$ cat config.mk
export PLATFORM = sky130hd
export DESIGN_NAME = midi_byte_stream_parser
export DESIGN_NICKNAME = d
export VERILOG_FILES = /design/src/hw/rtl/midi_bsp_pkg.sv /design/src/hw/rtl/midi_byte_stream_parser.sv /design/src/hw/rtl/midi_bsp_core.sv
export SDC_FILE = /design/constraint.sdc
export NUM_CORES = 1
export LEC_CHECK = 0
export BUFFER_PORTS_ARGS = -buffer_cell sky130_fd_sc_hd__buf_2
export CELL_PAD_IN_SITES_DETAIL_PLACEMENT = 2
export CELL_PAD_IN_SITES_GLOBAL_PLACEMENT = 2
export CORE_MARGIN = 2
export CORE_UTILIZATION = 30
export CTS_CLUSTER_SIZE = 14
export DETAILED_ROUTE_END_ITERATION = 8
export GPL_TIMING_DRIVEN = 0
export PLACE_DENSITY_LB_ADDON = 0.1
export SETUP_SLACK_MARGIN = 0.15
export SYNTH_ARGS = -nofsm -noshare
export SYNTH_HDL_FRONTEND = slang
export SYNTH_HIERARCHICAL = 1
export SYNTH_SLANG_ARGS = --single-unit
$ cat constraint.sdc
create_clock -name i_clk -period 4.55 [get_ports i_clk]
set_input_delay 0.6825 -clock i_clk [delete_from_list [all_inputs] [get_ports i_clk]]
set_output_delay 0.6825 -clock i_clk [all_outputs]
set_load 0.1 [all_outputs]
$ cat src/hw/rtl/midi_bsp_pkg.sv
// ============================================================================
// MIDI byte stream parser package
// Shared types, byte codes and the status length table for the parser.
// ============================================================================
package midi_bsp_pkg;

    // Byte codes that steer the parser.
    localparam logic [7:0] SYSEX_START    = 8'hF0;
    localparam logic [7:0] SYSEX_END      = 8'hF7;
    localparam logic [7:0] REALTIME_FIRST = 8'hF8;

    // Width of the packed result word on the output stream.
    localparam int unsigned RESULT_W = 40;

    // One accepted input byte with its list marker.
    typedef struct packed {
        logic       first_of_list;
        logic [7:0] data_byte;
    } t_item;

    // One result, as handed from the parser core to the output register.
    typedef struct packed {
        logic       overrun;
        logic [7:0] clock_byte;
        logic       clock_valid;
        logic [7:0] message_third;
        logic [7:0] message_second;
        logic [7:0] message_first;
        logic [1:0] message_length;
        logic       message_valid;
    } t_result;

    // Message length for a status byte.
    function automatic logic [1:0] length_of(input logic [7:0] s);
        logic [1:0] len;
        case (s[7:4])
            4'h8, 4'h9, 4'hA, 4'hB, 4'hE: len = 2'd3;
            4'hC, 4'hD:                   len = 2'd2;
            4'hF: begin
                case (s[3:0])
                    4'h0, 4'h2:                   len = 2'd3;
                    4'h6, 4'h7, 4'h8, 4'hA, 4'hB,
                    4'hC, 4'hE, 4'hF:             len = 2'd1;
                    default:                      len = 2'd2;
                endcase
            end
            default: len = 2'd2;
        endcase
        return len;
    endfunction

endpackage

$ cat src/hw/rtl/midi_byte_stream_parser.sv
// ============================================================================
// MIDI byte stream parser
// Rebuilds MIDI messages from a byte stream, one byte per transfer.
// ============================================================================
//  Channel   Direction  Handshake                       Payload
//  s_axis    in         s_axis_tvalid / s_axis_tready   tdata: data_byte, tuser: first_of_list
//  m_axis    out        m_axis_tvalid / m_axis_tready   tdata: packed result word
//  cfg       in         i_cfg_we                        i_cfg_wdata: clock_forward_enable
//
//  Each byte passes an input register and a result register; one byte per
//  cycle is sustained while the output is not stalled.
//  Reset is synchronous, clears the parser state and empties both registers;
//  forwarding comes up enabled. A stalled output holds its result while the
//  input register still takes one more byte.
// ============================================================================
module midi_byte_stream_parser (
    input  logic        i_clk,
    input  logic        i_rst_n,
    input  logic        i_cfg_we,
    input  logic        i_cfg_wdata,
    input  logic        s_axis_tvalid,
    output logic        s_axis_tready,
    input  logic [7:0]  s_axis_tdata,  // [7:0] data_byte
    input  logic        s_axis_tuser,  // [0] first_of_list
    output logic        m_axis_tvalid,
    input  logic        m_axis_tready,
    // [0] message_valid, [2:1] message_length, [10:3] message_first,
    // [18:11] message_second, [26:19] message_third, [27] clock_valid,
    // [35:28] clock_byte, [36] overrun, [39:37] zero
    output logic [39:0] m_axis_tdata
);

    logic                  r_clock_forward_enable;
    logic                  r_in_valid;
    midi_bsp_pkg::t_item   r_in_item;
    logic                  r_out_valid;
    midi_bsp_pkg::t_result r_out_result;
    midi_bsp_pkg::t_result core_result;
    logic                  advance;

    // The input byte moves on when the result register is free or draining.
    assign advance       = r_in_valid && (!r_out_valid || m_axis_tready);
    assign s_axis_tready = !r_in_valid || advance;

    // Configuration register.
    always_ff @(posedge i_clk) begin
        if (!i_rst_n) begin
            r_clock_forward_enable <= 1'b1;
        end else if (i_cfg_we) begin
            r_clock_forward_enable <= i_cfg_wdata;
        end
    end

    // Input register.
    always_ff @(posedge i_clk) begin
        if (!i_rst_n) begin
            r_in_valid <= 1'b0;
        end else if (s_axis_tvalid && s_axis_tready) begin
            r_in_valid <= 1'b1;
        end else if (advance) begin
            r_in_valid <= 1'b0;
        end
    end

    always_ff @(posedge i_clk) begin
        if (s_axis_tvalid && s_axis_tready) begin
            r_in_item.data_byte     <= s_axis_tdata;
            r_in_item.first_of_list <= s_axis_tuser;
        end
    end

    midi_bsp_core u_core (
        .i_clk                  (i_clk),
        .i_rst_n                (i_rst_n),
        .i_advance              (advance),
        .i_clock_forward_enable (r_clock_forward_enable),
        .i_item                 (r_in_item),
        .o_result               (core_result)
    );

    // Result register.
    always_ff @(posedge i_clk) begin
        if (!i_rst_n) begin
            r_out_valid <= 1'b0;
        end else if (advance) begin
            r_out_valid <= 1'b1;
        end else if (m_axis_tready) begin
            r_out_valid <= 1'b0;
        end
    end

    always_ff @(posedge i_clk) begin
        if (advance) begin
            r_out_result <= core_result;
        end
    end

    assign m_axis_tvalid = r_out_valid;
    assign m_axis_tdata  = {{(midi_bsp_pkg::RESULT_W - $bits(midi_bsp_pkg::t_result)){1'b0}},
                            r_out_result};

endmodule

$ cat src/hw/rtl/midi_bsp_core.sv
// ============================================================================
// MIDI byte stream parser core
// Holds the parser state and works out the result for one byte per cycle while i_advance is high.
// ============================================================================
module midi_bsp_core (
    input  logic                 i_clk,
    input  logic                 i_rst_n,
    input  logic                 i_advance,
    input  logic                 i_clock_forward_enable,
    input  midi_bsp_pkg::t_item  i_item,
    output midi_bsp_pkg::t_result o_result
);

    // Parser state.
    logic [7:0] r_running_status;
    logic [1:0] r_running_length;
    logic [7:0] r_buf0;
    logic [7:0] r_buf1;
    logic [7:0] r_buf2;
    logic [1:0] r_fill;
    logic [1:0] r_expected;
    logic       r_in_message;
    logic       r_in_sysex;

    logic [7:0] n_running_status;
    logic [1:0] n_running_length;
    logic [7:0] n_buf0;
    logic [7:0] n_buf1;
    logic [7:0] n_buf2;
    logic [1:0] n_fill;
    logic [1:0] n_expected;
    logic       n_in_message;
    logic       n_in_sysex;

    logic [7:0] b;
    logic       dropped;
    logic       clk_hit;
    logic       emit;

    assign b = i_item.data_byte;

    // Next state and result for the byte in the input register.
    always_comb begin
        n_running_status = r_running_status;
        n_running_length = r_running_length;
        n_buf0           = r_buf0;
        n_buf1           = r_buf1;
        n_buf2           = r_buf2;
        n_fill           = r_fill;
        n_expected       = r_expected;
        n_in_message     = r_in_message;
        n_in_sysex       = r_in_sysex;
        dropped          = 1'b0;

        // A new packet list starts from a clean parser.
        if (i_item.first_of_list) begin
            n_running_status = '0;
            n_running_length = '0;
            n_buf0           = '0;
            n_buf1           = '0;
            n_buf2           = '0;
            n_fill           = '0;
            n_expected       = '0;
            n_in_message     = 1'b0;
            n_in_sysex       = 1'b0;
        end

        clk_hit = (b >= midi_bsp_pkg::REALTIME_FIRST) && i_clock_forward_enable;

        if (b[7] && (b != midi_bsp_pkg::SYSEX_END)) begin
            // Status byte opens a new message.
            n_expected   = midi_bsp_pkg::length_of(b);
            n_in_message = 1'b1;
            n_buf0       = b;
            n_fill       = 2'd1;
            n_in_sysex   = (b == midi_bsp_pkg::SYSEX_START);
            if (b < midi_bsp_pkg::REALTIME_FIRST) begin
                n_running_status = b;
                n_running_length = n_expected;
            end
        end else begin
            // Data byte or sysex end: open a sysex chunk or a running status message.
            if (!n_in_message) begin
                n_in_message = 1'b1;
                if (n_in_sysex) begin
                    n_fill     = 2'd0;
                    n_expected = 2'd3;
                end else begin
                    n_expected = n_running_length;
                    n_buf0     = n_running_status;
                    n_fill     = 2'd1;
                end
            end
            if (n_fill == 2'd3) begin
                dropped = 1'b1;
            end else begin
                case (n_fill)
                    2'd0:    n_buf0 = b;
                    2'd1:    n_buf1 = b;
                    default: n_buf2 = b;
                endcase
                n_fill = n_fill + 2'd1;
                if (b == midi_bsp_pkg::SYSEX_END) begin
                    n_in_sysex = 1'b0;
                    n_expected = n_fill;
                end
            end
        end

        emit = n_in_message && (n_expected == n_fill);

        o_result                = '0;
        o_result.clock_valid    = clk_hit;
        o_result.clock_byte     = clk_hit ? b : 8'd0;
        o_result.overrun        = dropped;
        if (emit) begin
            o_result.message_valid  = 1'b1;
            o_result.message_length = n_expected;
            o_result.message_first  = (n_expected != 2'd0) ? n_buf0 : 8'd0;
            o_result.message_second = (n_expected >= 2'd2) ? n_buf1 : 8'd0;
            o_result.message_third  = (n_expected == 2'd3) ? n_buf2 : 8'd0;
            n_in_message            = 1'b0;
            n_fill                  = 2'd0;
        end
    end

    // State update when the byte moves on to the result register.
    always_ff @(posedge i_clk) begin
        if (!i_rst_n) begin
            r_running_status <= '0;
            r_running_length <= '0;
            r_buf0           <= '0;
            r_buf1           <= '0;
            r_buf2           <= '0;
            r_fill           <= '0;
            r_expected       <= '0;
            r_in_message     <= 1'b0;
            r_in_sysex       <= 1'b0;
        end else if (i_advance) begin
            r_running_status <= n_running_status;
            r_running_length <= n_running_length;
            r_buf0           <= n_buf0;
            r_buf1           <= n_buf1;
            r_buf2           <= n_buf2;
            r_fill           <= n_fill;
            r_expected       <= n_expected;
            r_in_message     <= n_in_message;
            r_in_sysex       <= n_in_sysex;
        end
    end

endmodule

# [Word-level counts from Yosys, hierarchy flattened]
# Memories as Yosys holds them, arrays and structs flattened. A register that Yosys moved wholly into a read port is not among the register bits.
# Index checks and enable logic that the tools add are counted.
[totals] in_bits=15 output_inout_bits=42 mem_count=1 word_cells=104 rom_bits=32 register_bits=89
[memory_table] name="(name not given)" words=16 width=2 rd=1 rd_clocked_by_memory_dff=1 write_ports=0 line="midi_bsp_pkg.sv:40" text="case (s[3:0])"
[op_classes] n_mux=47 magnitude_cmp=3 addsub=1 n_eq_ne=13 n_reduce_logical=17
[op_table] operator="8-bit 2-to-1 mux" count=17
[op_table] operator="2-bit 2-to-1 mux" count=15
[op_table] operator="4-bit == test, second input constant" count=6
[op_table] operator="8-bit == test, second input constant" count=2
[op_table] operator="1-bit 2-to-1 mux" count=13
[op_table] operator="8-bit >= comparator, second input constant" count=1
[op_table] operator="8-bit < comparator, second input constant" count=1
[op_table] operator="8-bit inequality test, second input constant" count=1
[op_table] operator="2-bit AND reduction" count=3
[op_table] operator="2-bit nonzero test" count=3
[op_table] operator="5-bit OR reduction" count=1
[op_table] operator="2-bit == test, second input constant" count=2
[op_table] operator="1-bit logical AND" count=4
[op_table] operator="4-bit 2-to-1 mux" count=1
[op_table] operator="2-bit case mux with 2 select lines" count=1
[op_table] operator="2-bit by 1-bit adder with 2-bit output, second input constant" count=1
[op_table] operator="2-bit by 1-bit == test with 1-bit output, second input constant" count=1
[op_table] operator="2-bit == test" count=1
[op_table] operator="2-bit >= comparator, second input constant" count=1
[op_table] operator="1-bit logical NOT" count=2
[op_table] operator="2-bit logical NOT" count=1
[op_table] operator="1-bit logical OR" count=2
[op_table] operator="2-bit OR reduction" count=1

# [Logic depth before layout (Yosys ltp)]
[logic_depth] ltp_word=10 depth_mapped=11 ltp_nobuf=10

# [Cells and area by module]
# The synthesis kept the hierarchy.
[by_module_without_submodules] mod="midi_bsp_core" instances=1 area_each_um2=2580.0 seq_area_each_um2=800.8 cells_per_inst=328
[by_module_without_submodules] mod="midi_byte_stream_parser" instances=1 area_each_um2=1545.2 seq_area_each_um2=1441.4 cells_per_inst=62

# [Worst setup path before layout]
# Ideal clock, no wire load.
[synth_timing] path_kind="register to register" from="register r_out_valid (netlist: m_axis_tvalid)" to="register u_core.r_buf1[0]" period_less_slack_ns=4.273 arrival_ns=4.208 stages_incl_launch_ff=7 path_buffers=0 setup_ns=0.065 t_required_ns=4.485 path_slack_ns=0.277 path_cell_list="dfxtp_1 > nor2b_4 > nor2b_1 > clkinv_1 > nor3_2 > a22oi_1 > nor2_1"
[synth_between] elab_chain_len=3
[synth_rtl] item="start, declared" line="midi_byte_stream_parser.sv:36" text="logic r_out_valid;"
[synth_rtl] item="start signal, assigned" line="midi_byte_stream_parser.sv:84" text="r_out_valid <= 1'b0;"
[synth_rtl] item="start signal, assigned" line="midi_byte_stream_parser.sv:86" text="r_out_valid <= 1'b1;"
[synth_rtl] item="start signal, assigned" line="midi_byte_stream_parser.sv:88" text="r_out_valid <= 1'b0;"
[synth_rtl] item="1-bit logical NOT" line="midi_byte_stream_parser.sv:42" text="assign advance = r_in_valid && (!r_out_valid || m_axis_tready);"
[synth_rtl] item="1-bit logical OR" line="midi_byte_stream_parser.sv:42"
[synth_rtl] item="1-bit logical AND" line="midi_byte_stream_parser.sv:42"
[synth_rtl] item="via advance" line="midi_byte_stream_parser.sv:39" text="logic advance;"
[synth_rtl] item="end signal, assigned" line="midi_bsp_core.sv:143" text="r_buf1 <= n_buf1;"
[synth_rtl] item="end, declared" line="midi_bsp_core.sv:18" text="logic [7:0] r_buf1;"
# The timed path passes the listed nets, and every way through them passes these cells.
# A chain may end at the register's enable or synchronous reset.

# [Worst setup path after layout]
[layout_timing] from="register u_core.r_in_message" to="register r_out_result, in the netlist m_axis_tdata[26], data pin"
[layout_between] elab_chain_len=9 word_cells_on_any_way=20 classes_between="add/sub: 1; eq/ne: 4; mux: 12; reduce/logical: 3"
[layout_rtl] item="start, declared" line="midi_bsp_core.sv:22" text="logic r_in_message;"
[layout_rtl] item="start signal, assigned" line="midi_bsp_core.sv:147" text="r_in_message <= n_in_message;"
[layout_rtl] item="1-bit 2-to-1 mux *" line="midi_bsp_core.sv:56" text="if (i_item.first_of_list) begin"
[layout_rtl] item="2-bit 2-to-1 mux" line="midi_bsp_core.sv:83" text="if (!n_in_message) begin"
[layout_rtl] item="2-bit 2-to-1 mux" line="midi_bsp_core.sv:70" text="if (b[7] && (b != midi_bsp_pkg::SYSEX_END)) begin"
[layout_rtl] item="2-bit by 1-bit adder with 2-bit output" line="midi_bsp_core.sv:102" text="n_fill = n_fill + 2'd1;"
[layout_rtl] item="2-bit 2-to-1 mux" line="midi_bsp_core.sv:103" text="if (b == midi_bsp_pkg::SYSEX_END) begin"
[layout_rtl] item="2-bit 2-to-1 mux" line="midi_bsp_core.sv:94" text="if (n_fill == 2'd3) begin"
[layout_rtl] item="2-bit 2-to-1 mux" line="midi_bsp_core.sv:70"
[layout_rtl] item="2-bit == test (on tied branches)" line="midi_bsp_core.sv:121, midi_bsp_core.sv:110"
[layout_rtl] item="2-bit AND reduction (no source line)"
[layout_rtl] item="end signal, assigned" line="midi_byte_stream_parser.sv:94" text="r_out_result <= core_result;"
[layout_rtl] item="end, declared" line="midi_byte_stream_parser.sv:37" text="midi_bsp_pkg::t_result r_out_result;"
# Mark *: on every way between the ends. The rest lies on a longest branch, timed or not. The select of a mux whose other input is x is not followed.

==> results.toml <==
[global_route]
track_usage = 0.1807
grt_overflow = 0
grt_first_pass_wirelength_um = 19830
met2_usage = 0.3104
antenna_found_initial = 0
first_global_vias = 3537
grt_util_met3 = 0.03524
gr-max-usage-layer = "met2"
grt_max_degree = 30
met1_usage = 0.2309

[synth]
ys_async_sr_fraction = 0
synth_warnings = 6
avgSynthCellArea_um2 = 10.58
synthDistinctLibCells = 59
synth_cells = 390
synth_edf_count = 46
syn_area_um2 = 4125
synth-seq-cells = 89
synth_ff_type = "edfxtp_1"
synth_seq_area_share = 0.5435

[worst_setup_path]
regToRegSetupSlack_ns = 1.55
crit_family = "simple AND/OR/NAND/NOR gates"
critPathLaunchType = "register"
crit_fanout = 10
arrival_ns = 3.10
cp_num_cells = 10
worstPathRequired_ns = 4.65
timing.rr.end = "m_axis_tdata[26]$_DFFE_PP_"
cpPeakStageDelay_ns = 0.52
slowest_stage = "nor4_1"
cp_common_cell = "nor2_1"
r2r_start = "u_core/r_in_message$_SDFFE_PN0P_"
critPathLaunch = "u_core/r_in_message$_SDFFE_PN0P_"
endpoint_kind = "register"
worstSetupPathType = "reg2reg"
crit_buf_inv = 3
crit_chain = "clkbuf_2 -> nand2b_1 -> a21o_1 -> inv_1 -> ha_1 -> nor4_1 -> buf_2 -> nor2_1 -> a22oi_1 -> nor2_1"
reg2reg_depth = 10
crit_end = "m_axis_tdata[26]$_DFFE_PP_"

[hold_path]
min_path_type = "reg2reg"
whs_path_depth = 2

[clocking]
root_buffer = "clkbuf_16"
cts_max_level = 3
clock_latency_ns = 0.35
cts-resized-gates = 0
ctsHoldBuffers = 0
cts_tree = "built"
cts_sinks = 89
cts_setup_buffers = 0
cts_buffers = 9
clkTransAtPathRegs_ns = 0.07
clockBufferDepth = 2

[place]
io_buffer_count = 53
hpwl_um = 8597
post-place-cells = 622
gp_congestion = 0.7665
dp_slack_ns = 1.499
detailed_place.area_um2 = 4646

[timing]
fmax_mhz = 333.7
setup_ws_ns = 1.554
fin_crit_sh = 0.6586
setup_viol = 0
worst_pin_slew_ns = 0.8417
maxSlewHeadroom = 0.4329
fin_tns_setup_ns = 0
drv_slew = 0
fin_crit_ns = 2.996
hold-worst-slack_ns = 0.4656
rsz0062_at_grt = "no"
hold_viol = 0
fin_skew_ns = 0.009894

[final_layout]
num-nets-final = 476
drive_gt1_frac = 0.2359
final_core_util = 0.3678
ff_latch_area_um2 = 2242
finalInstanceArea_um2 = 4910
layout.cells.most_common_list = "63 x buf_2, 62 x nor2_1, 46 x edfxtp_1, 43 x dfxtp_1, 35 x a22oi_1"
final_common_cell = "buf_2"
antenna_cells = 0
fill_cells = 1482
multi_input_area_um2 = 1682
area_growth_pct = 19.02
final_cells = 638

[route]
avgRoutedWirePerCell_um = 19.30
drtIter0Drc = 178
drt_first_pass_iters = 4
via_count = 3276
drt_wl_total_um = 12310
postRouteAntennaNets = 0
vias_per_cell = 5.135
drc = 0

[floorplanning]
pin_count = 57
core_area_um2 = 13350
die_area_um2 = 14710
die_h_um = 121.3
std_cell_rows = 42
fp.dieW_um = 121.3
start_util = 0.3091

[power]
internal-power_mw = 1.320
p_leak_nw = 1.791
p_sw_mw = 0.5824
pwr-share-seq = 0.472
peakVddDrop_v = 0.0001584
combPwrFrac = 0.171
sw_frac_of_total = 0.3062
clock_power_share = 0.356
design_power_total_mw = 1.902
power_density_nw_per_um2 = 387.4

[run_status]
status = "finished, final reports clean"

[job]
drv_cap = 0
==> tightest hold or removal path, cell delays in order (launching register included) <==
cell and delay (ns):
dfxtp_1 0.31, nand2_1 0.05, a21oi_1 0.05
==> worst min path at each step <==
| stage | from | to | slack, ns |
|---|---|---|---|
| detailed placement | u_core/r_running_length[1]$_SDFFE_PN0P_ | u_core/r_running_length[1]$_SDFFE_PN0P_ | 0.46 |
| finish | u_core/r_running_length[1]$_SDFFE_PN0P_ | u_core/r_running_length[1]$_SDFFE_PN0P_ | 0.47 |
| floorplan | u_core/r_running_length[1]$_SDFFE_PN0P_ | u_core/r_running_length[1]$_SDFFE_PN0P_ | 0.44 |
| global placement | u_core/r_running_length[1]$_SDFFE_PN0P_ | u_core/r_running_length[1]$_SDFFE_PN0P_ | 0.45 |
| CTS | u_core/r_running_length[1]$_SDFFE_PN0P_ | u_core/r_running_length[1]$_SDFFE_PN0P_ | 0.47 |
| global route | u_core/r_running_length[1]$_SDFFE_PN0P_ | u_core/r_running_length[1]$_SDFFE_PN0P_ | 0.49 |
==> state kept, by name, summed over array words and instances, names as in the netlist, 2 cells and up <==
name	flops
u_core/r_buf1	8
u_core/r_running_length	2
u_core/r_buf2	8
r_in_item	9
u_core/r_fill	2
u_core/r_buf0	8
m_axis_tdata	37
u_core/r_expected	2
u_core/r_running_status	8
==> kinds of logic after synthesis <==
family | count (synthesis) | synth area share
other | 1 | 0.0009090
DFF | 89 | 0.5435
AOI/OAI and AO/OA | 102 | 0.1808
muxes | 10 | 0.02730
adders and majority gates | 4 | 0.01213
buffers and inverters | 43 | 0.05247
and+or+nand+nor | 141 | 0.1829
==> per-layer routing <==
metal  wire [µm]  share of wire  up-vias
li1            -              -     1552
met1        5603           0.46     1657
met2        6172           0.50       57
met3         395          0.032       10
met4         142          0.012        0
met5           0              0        -
==> synthesized netlist by cell type (2+ instances only) <==
cell,n,area (µm²)
a32oi_1,3,26.28
a21o_1,3,22.52
and3_1,8,50.05
inv_1,8,30.03
ha_1,4,50.05
o211ai_1,5,37.54
nand2b_1,5,31.28
nor2_2,3,18.77
buf_2,10,50.05
o21a_1,5,37.54
buf_4,7,52.55
o21ai_1,2,10.01
a22oi_1,35,262.8
a21oi_1,18,90.09
nor2_1,62,232.7
clkbuf_1,13,48.80
nor3_1,12,60.06
nand3_1,5,25.02
dfxtp_1,43,860.8
mux2i_1,9,90.09
buf_6,2,22.52
nand2_1,17,63.81
and2_1,6,37.54
nor2b_1,5,31.28
edfxtp_1,46,1381
a211oi_1,7,52.55
o21ai_0,12,60.06
nor4_1,4,25.02
==> final cells by class <==
| cell class | count | share of cell area |
|---|---|---|
| flip-flops and latches | 89 | 0.4567 |
| multi-input cells | 260 | 0.3425 |
| repair buffers | 54 | 0.05810 |
| clock buffers | 11 | 0.04740 |
| well taps | 176 | 0.04485 |
| plain buffers | 33 | 0.03644 |
| inverters | 10 | 0.007645 |
| clock inverters | 5 | 0.006371 |
==> power groups by stage <==
| stage | clock, mW | combinational (mW) | sequential, mW |
|---|---|---|---|
| after CTS | 0.709 | 0.328 | 0.899 |
| after global routing | 0.741 | 0.347 | 0.902 |
| after global placement | 0 | 0.318 | 0.916 |
| after detailed placement | 0 | 0.327 | 0.917 |
| final | 0.678 | 0.325 | 0.899 |
| after floorplan | 0 | 0.134 | 1.03 |
Power figures use the tool's default switching activity.
